===== src/camera_basis_from_yaw_pitch_assert.svh =====
// ----------------------------------------------------------------------------
// Camera basis assertion macros
// Shared concurrent assertion forms, sampled on clk and disabled in reset.
// ----------------------------------------------------------------------------
`ifndef CAMERA_BASIS_FROM_YAW_PITCH_ASSERT_SVH
`define CAMERA_BASIS_FROM_YAW_PITCH_ASSERT_SVH

// The condition must hold at every clock edge out of reset.
`define CBYP_ASSERT(label, expr, msg) \
    label: assert property (@(posedge clk) disable iff (!rst_n) (expr)) else $error(msg);

// When the antecedent holds, the consequent must hold at the same edge.
`define CBYP_ASSERT_IMP(label, ante, cons, msg) \
    label: assert property (@(posedge clk) disable iff (!rst_n) (ante) |-> (cons)) else $error(msg);

`endif


===== src/cbyp_pkg.sv =====
// ----------------------------------------------------------------------------
// Camera basis package
// Constants, codes and types shared by the camera basis pipeline.
// ----------------------------------------------------------------------------
package cbyp_pkg;

    localparam int OUT_FRAC_BITS   = 14;
    localparam int ANGLE_FRAC_BITS = 6;
    localparam int ANGLE_W         = 16;
    localparam int OUT_W           = 16;

    localparam int TURN    = 360 << ANGLE_FRAC_BITS;
    localparam int QUARTER = 90 << ANGLE_FRAC_BITS;
    localparam int TURN_W  = $clog2(TURN);
    localparam int REM_W   = $clog2(QUARTER);
    localparam int XREM_W  = 2 * REM_W;
    localparam int EST_W   = REM_W + 1;

    localparam logic [31:0]      X_MUL   = 32'((64'd1 << 32) / 64'(QUARTER));
    localparam logic [REM_W-1:0] X_REM   = REM_W'((64'd1 << 32) % 64'(QUARTER));
    localparam logic [31:0]      X_RECIP = 32'((64'd1 << 32) / 64'(QUARTER) + 64'd1);
    localparam logic [32:0]      FULL_TURN_FRAC = 33'h1_0000_0000;

    localparam logic [30:0] Q30_ONE     = 31'h4000_0000;
    localparam logic [30:0] HALF_PI_Q30 = 31'd1686629713;

    localparam int HORNER_STEPS = 6;
    localparam logic [7:0] HORNER_DIV [HORNER_STEPS] =
        '{8'd156, 8'd110, 8'd72, 8'd42, 8'd20, 8'd6};
    localparam int HORNER_SHIFT [HORNER_STEPS] = '{39, 38, 38, 37, 36, 34};
    localparam logic [31:0] HORNER_MAGIC [HORNER_STEPS] = '{
        32'((64'd1 << 39) / 64'd156),
        32'((64'd1 << 38) / 64'd110),
        32'((64'd1 << 38) / 64'd72),
        32'((64'd1 << 37) / 64'd42),
        32'((64'd1 << 36) / 64'd20),
        32'((64'd1 << 34) / 64'd6)
    };

    localparam int RND_SHIFT = 60 - OUT_FRAC_BITS;
    localparam logic [OUT_W-1:0] OUT_ONE = OUT_W'(1 << OUT_FRAC_BITS);

    typedef enum logic [1:0] {
        QUAD_0,
        QUAD_90,
        QUAD_180,
        QUAD_270
    } quadrant_t;

    typedef struct packed {
        quadrant_t quad;
        logic      vertical;
    } angle_tag_t;

    typedef struct packed {
        logic signed [OUT_W-1:0] fwd_x;
        logic signed [OUT_W-1:0] fwd_y;
        logic signed [OUT_W-1:0] fwd_z;
        logic signed [OUT_W-1:0] right_x;
        logic signed [OUT_W-1:0] right_y;
        logic signed [OUT_W-1:0] right_z;
        logic signed [OUT_W-1:0] up_x;
        logic signed [OUT_W-1:0] up_y;
        logic signed [OUT_W-1:0] up_z;
        logic                    degenerate;
    } basis_t;

endpackage


===== src/cbyp_angle_reduce.sv =====
// ----------------------------------------------------------------------------
// Angle reduction
// Wraps a degree angle into one turn and splits it into a quadrant and a
// 32-bit fraction of a quarter turn, with the complement for the cosine.
// ----------------------------------------------------------------------------
module cbyp_angle_reduce
    import cbyp_pkg::*;
(
    input  logic                      clk,
    input  logic                      rst_n,
    input  logic                      en,
    input  logic                      vld,
    input  logic signed [ANGLE_W-1:0] angle,
    output logic                      vld_out,
    output logic [32:0]               x_sin,
    output logic [32:0]               x_cos,
    output angle_tag_t                tag
);

    localparam int ESTQ_W = XREM_W + 1;

    logic              v1_reg, v2_reg, v3_reg, v4_reg, v5_reg, v6_reg;
    logic [TURN_W-1:0] m_reg, m_next;
    logic [REM_W-1:0]  r_reg, r_next;
    angle_tag_t        t2_reg, t3_reg, t4_reg, t5_reg, t6_reg, t2_next;
    logic [31:0]       xa3_reg, xa4_reg, xa3_next;
    logic [XREM_W-1:0] v3r_reg, v4r_reg, v3r_next;
    logic [EST_W-1:0]  est_reg, est_fix;
    logic [63:0]       est_prod;
    logic [ESTQ_W-1:0] est_q;
    logic [31:0]       x_reg, x_next;
    logic [32:0]       xs_reg, xc_reg;
    logic signed [17:0] a_ext;

    always_comb
    begin
        a_ext = 18'(angle);
        if (a_ext < 18'sd0)
        begin
            if (a_ext + 18'(TURN) < 18'sd0)
            begin
                m_next = TURN_W'(a_ext + 18'(2 * TURN));
            end
            else
            begin
                m_next = TURN_W'(a_ext + 18'(TURN));
            end
        end
        else if (a_ext >= 18'(TURN))
        begin
            m_next = TURN_W'(a_ext - 18'(TURN));
        end
        else
        begin
            m_next = TURN_W'(a_ext);
        end
    end

    always_comb
    begin
        priority if (m_reg >= TURN_W'(3 * QUARTER))
        begin
            t2_next.quad = QUAD_270;
            r_next       = REM_W'(m_reg - TURN_W'(3 * QUARTER));
        end
        else if (m_reg >= TURN_W'(2 * QUARTER))
        begin
            t2_next.quad = QUAD_180;
            r_next       = REM_W'(m_reg - TURN_W'(2 * QUARTER));
        end
        else if (m_reg >= TURN_W'(QUARTER))
        begin
            t2_next.quad = QUAD_90;
            r_next       = REM_W'(m_reg - TURN_W'(QUARTER));
        end
        else
        begin
            t2_next.quad = QUAD_0;
            r_next       = REM_W'(m_reg);
        end
        t2_next.vertical = (r_next == '0) && t2_next.quad[0];
    end

    assign xa3_next = 32'(r_reg) * X_MUL;
    assign v3r_next = {{REM_W{1'b0}}, r_reg} * {{REM_W{1'b0}}, X_REM};
    assign est_prod = 64'(v3r_reg) * 64'(X_RECIP);
    assign est_q    = ESTQ_W'(est_reg) * ESTQ_W'(QUARTER);
    assign est_fix  = (est_q > ESTQ_W'(v4r_reg)) ? est_reg - EST_W'(1) : est_reg;
    assign x_next   = xa4_reg + 32'(est_fix);

    always_ff @(posedge clk or negedge rst_n)
    begin
        if (!rst_n)
        begin
            v1_reg <= 1'b0;
            v2_reg <= 1'b0;
            v3_reg <= 1'b0;
            v4_reg <= 1'b0;
            v5_reg <= 1'b0;
            v6_reg <= 1'b0;
        end
        else if (en)
        begin
            v1_reg <= vld;
            v2_reg <= v1_reg;
            v3_reg <= v2_reg;
            v4_reg <= v3_reg;
            v5_reg <= v4_reg;
            v6_reg <= v5_reg;
        end
    end

    always_ff @(posedge clk)
    begin
        if (en)
        begin
            m_reg   <= m_next;
            r_reg   <= r_next;
            t2_reg  <= t2_next;
            xa3_reg <= xa3_next;
            v3r_reg <= v3r_next;
            t3_reg  <= t2_reg;
            xa4_reg <= xa3_reg;
            v4r_reg <= v3r_reg;
            est_reg <= EST_W'(est_prod >> 32);
            t4_reg  <= t3_reg;
            x_reg   <= x_next;
            t5_reg  <= t4_reg;
            xs_reg  <= {1'b0, x_reg};
            xc_reg  <= FULL_TURN_FRAC - {1'b0, x_reg};
            t6_reg  <= t5_reg;
        end
    end

    assign vld_out = v6_reg;
    assign x_sin   = xs_reg;
    assign x_cos   = xc_reg;
    assign tag     = t6_reg;

endmodule


===== config.mk =====
export PLATFORM = sky130hd
export DESIGN_NAME = cbyp_angle_reduce
export DESIGN_NICKNAME = d
export VERILOG_FILES = /design/src/camera_basis_from_yaw_pitch_assert.svh /design/src/cbyp_pkg.sv /design/src/cbyp_angle_reduce.sv
export SDC_FILE = /design/constraint.sdc
export NUM_CORES = 1
export LEC_CHECK = 0
export BUFFER_PORTS_ARGS = -buffer_cell sky130_fd_sc_hd__buf_2
export CORE_AREA = 3 3 184 186
export CTS_CLUSTER_SIZE = 8
export DETAILED_ROUTE_END_ITERATION = 10
export DIE_AREA = 0 0 187 189
export PLACE_DENSITY = 0.69
export SLEW_MARGIN = 40
export SYNTH_ARGS = -nofsm -noshare
export SYNTH_HDL_FRONTEND = slang
export SYNTH_SLANG_ARGS = --single-unit

===== constraint.sdc =====
create_clock -name clk -period 8.8 [get_ports clk]
set_input_delay 0.44 -clock clk [delete_from_list [all_inputs] [get_ports clk]]
set_output_delay 0.44 -clock clk [all_outputs]
set_load 0.005 [all_outputs]

==> impl_metrics.env <==
export IMPL_vias_per_cell=5.277
export IMPL_r2r_cells=33
export IMPL_start_util_pct=54.55
export IMPL_fp_dieW_um=187
export IMPL_dp_hpwl_um=25220
export IMPL_core_area_um2=32450
export IMPL_cts_root_buf="clkbuf_16"
export IMPL_ant_nets=0
export IMPL_path_max_fanout=13
export IMPL_numClockSinks=240
export IMPL_synth_cell_types=71
export IMPL_worst_path_buf_inv=3
export IMPL_clockBufferDepth=3
export IMPL_final_cell_mix="inv_1 (280), ha_1 (245), edfxtp_1 (234), fa_1 (130), buf_2 (87)"
export IMPL_insertion_delay_ns=0.51
export IMPL_dp_cells=2005
export IMPL_worst_path_most_repeated_cell="ha_1"
export IMPL_worstSetupStartpointType="flip-flop"
export IMPL_finalSetupViolations=0
export IMPL_synth_seq_cells=240
export IMPL_critical_path_arrival_ns=8.44
export IMPL_status="complete, no violations"
export IMPL_post_synth_cell_area_avg_um2=11.92
export IMPL_yosysWarnings=0
export IMPL_final_common_cell="inv_1"
export IMPL_rows=66
export IMPL_rsz0062_at_grt="no"
export IMPL_track_usage_pct=18.51
export IMPL_end_kind="flip-flop"
export IMPL_cp_required_ns=9.05
export IMPL_grt_overflow=0
export IMPL_dieArea_um2=35340
export IMPL_path_class="reg -> reg"
export IMPL_slew_headroom_pct=46.68
export IMPL_min_path_cells=1
export IMPL_gp_congestion=0.8938
export IMPL_io_buffer_count=88
export IMPL_fin_worst_skew_ns=0.02420
export IMPL_num_vias=10860
export IMPL_yosysSeqAreaShare_pct=40.54
export IMPL_first_pass_iters=4
export IMPL_drive_above_1_share_pct=9.344
export IMPL_synth_edf_count=234
export IMPL_syn_nets=1880
export IMPL_grt_pass1_vias=11280
export IMPL_post_cts_buffers=0
export IMPL_post_drt_wl_per_cell_um=15.46
export IMPL_worstMarginPinSlew_ns=0.7797
export IMPL_synth_cells=1485
export IMPL_cts_hold_buf=1
export IMPL_drv_slew=0
export IMPL_layout_cells_non_filler=2058
export IMPL_syn_cell_area_um2=17700
export IMPL_cts_buffers=36
export IMPL_cts_tree="yes"
export IMPL_drt_initial_drc_count=479
export IMPL_n_antenna_cell=0
export IMPL_hold_viol=0
export IMPL_routed_wl_um=31820
export IMPL_cts_resized=0
export IMPL_area_growth_pct=11.21
export IMPL_grt_max_degree=90
export IMPL_worst_path_max_delay_cell="a2111oi_0"
export IMPL_setup_tns_ns=0
export IMPL_nets=1997
export IMPL_fp_dieH_um=189
export IMPL_post_route_period_util_pct=93.07
export IMPL_io_pins=90
export IMPL_htreeDepth=2
export IMPL_clk_pin_slew_ns=0.05
export IMPL_cp_depth=33
export IMPL_grt_pass1_wl_um=54010
export IMPL_max_stage_delay_ns=0.72
export IMPL_hp_class="in -> reg"
export IMPL_antenna_found_initial=0
export IMPL_fmax_mhz=122.1
export IMPL_largest_reg_flops=33
export IMPL_async_reset_ff_share_pct=2.500
export IMPL_synth_main_ff_cell="edfxtp_1"
export IMPL_route_detailed_drc=0
export IMPL_drv_cap=0
export IMPL_period_minus_slack_ns=8.190
export IMPL_crit_family="compound AO/OA/AOI/OAI gates"
==> synth_stat cells (all sizes together), types with 5 or more instances <==
cell / instances / area share, %
or3: 12 / 0.42
xor2: 39 / 1.9
inv: 280 / 5.9
a21o: 25 / 1.1
fa: 130 / 15
o21ai: 35 / 0.99
a31oi: 7 / 0.25
and3: 8 / 0.28
nor2b: 10 / 0.35
edfxtp: 234 / 40
mux2: 7 / 0.45
dfrtp: 6 / 0.85
nor4: 13 / 0.54
o21bai: 6 / 0.25
xnor2: 78 / 3.9
o21a: 10 / 0.42
nor3b: 5 / 0.21
nand3: 23 / 0.65
o31ai: 5 / 0.21
nand4: 6 / 0.21
nand2b: 8 / 0.28
ha: 245 / 17
nor2: 58 / 1.2
nor3: 22 / 0.68
and4: 5 / 0.25
clkbuf: 10 / 0.21
a21oi: 62 / 1.8
nand2: 55 / 1.2
==> cell families (layout without fill, tap and decap cells) <==
kind of cell | Yosys count | in the layout | share of synthesized area, %
AO/OA/AOI/OAI | 200 | 200 | 7.386
AND/OR/NAND/NOR | 251 | 251 | 7.478
buffers and inverters | 293 | 424 | 6.262
XOR/XNOR | 117 | 117 | 5.789
adder cells (fa/ha/maj) | 375 | 375 | 32.02
flip-flops | 240 | 240 | 40.54
other | 1 | 1 | 0.02118
multiplexers | 8 | 8 | 0.5019
==> per-stage QoR <==
| step | hold WS [ns] | utilization (%) | instance area, um2 | setup WS (ns) |
|---|---|---|---|---|
| 6_report | 0.1028 | 60.66 | 19690 | 0.6095 |
| 5_1_grt | 0.07406 | 60.66 | 19690 | 0.02254 |
| 4_1_cts | 0.07242 | 60.65 | 19680 | 0.5031 |
| 3_5_place_dp | 0.2672 | 57.54 | 18670 | 0.5350 |
| 3_3_place_gp | 0.2651 | 57.53 | 18670 | 0.7676 |
| 2_1_floorplan | 0.1444 | - | 17700 | 1.326 |
==> routing by layer <==
metal	global-route usage, %	up-vias	routed length (um)
li1	-	5362	-
met1	23.89	5194	14160
met2	31.74	234	15130
met3	3.092	70	1464
met4	6.746	0	1066
met5	0	-	0
==> path summary, 6_finish.rpt <==
check	from	to	slack, ns
max in group asynchronous	rst_n	v2_reg$_DFFE_PN0P_	8.37
hold reg to reg	xa3_reg[16]$_DFFE_PP_	xa4_reg[16]$_DFFE_PP_	0.40
min in group asynchronous	rst_n	vld_out$_DFFE_PN0P_	0.28
setup / recovery	est_reg[3]$_DFFE_PP_	x_reg[30]$_DFFE_PP_	0.61
setup reg to reg	est_reg[3]$_DFFE_PP_	x_reg[30]$_DFFE_PP_	0.61
hold / removal	angle[7]	m_reg[7]$_DFFE_PP_	0.10
==> cell type report <==
type | count | area (um2)
Inverter | 280 | 1051
Timing Repair Buffer | 92 | 486.7
Fill cell | 2593 | 12770
Multi-Input combinational cell | 952 | 9420
Clock buffer | 48 | 945.9
Sequential cell | 240 | 7177
Tap cell | 442 | 553.0
Clock inverter | 4 | 52.55
Power is left out: the tool's default activity adds up to more than one toggle a clock period on the data nets, which glitch-free logic cannot reach.
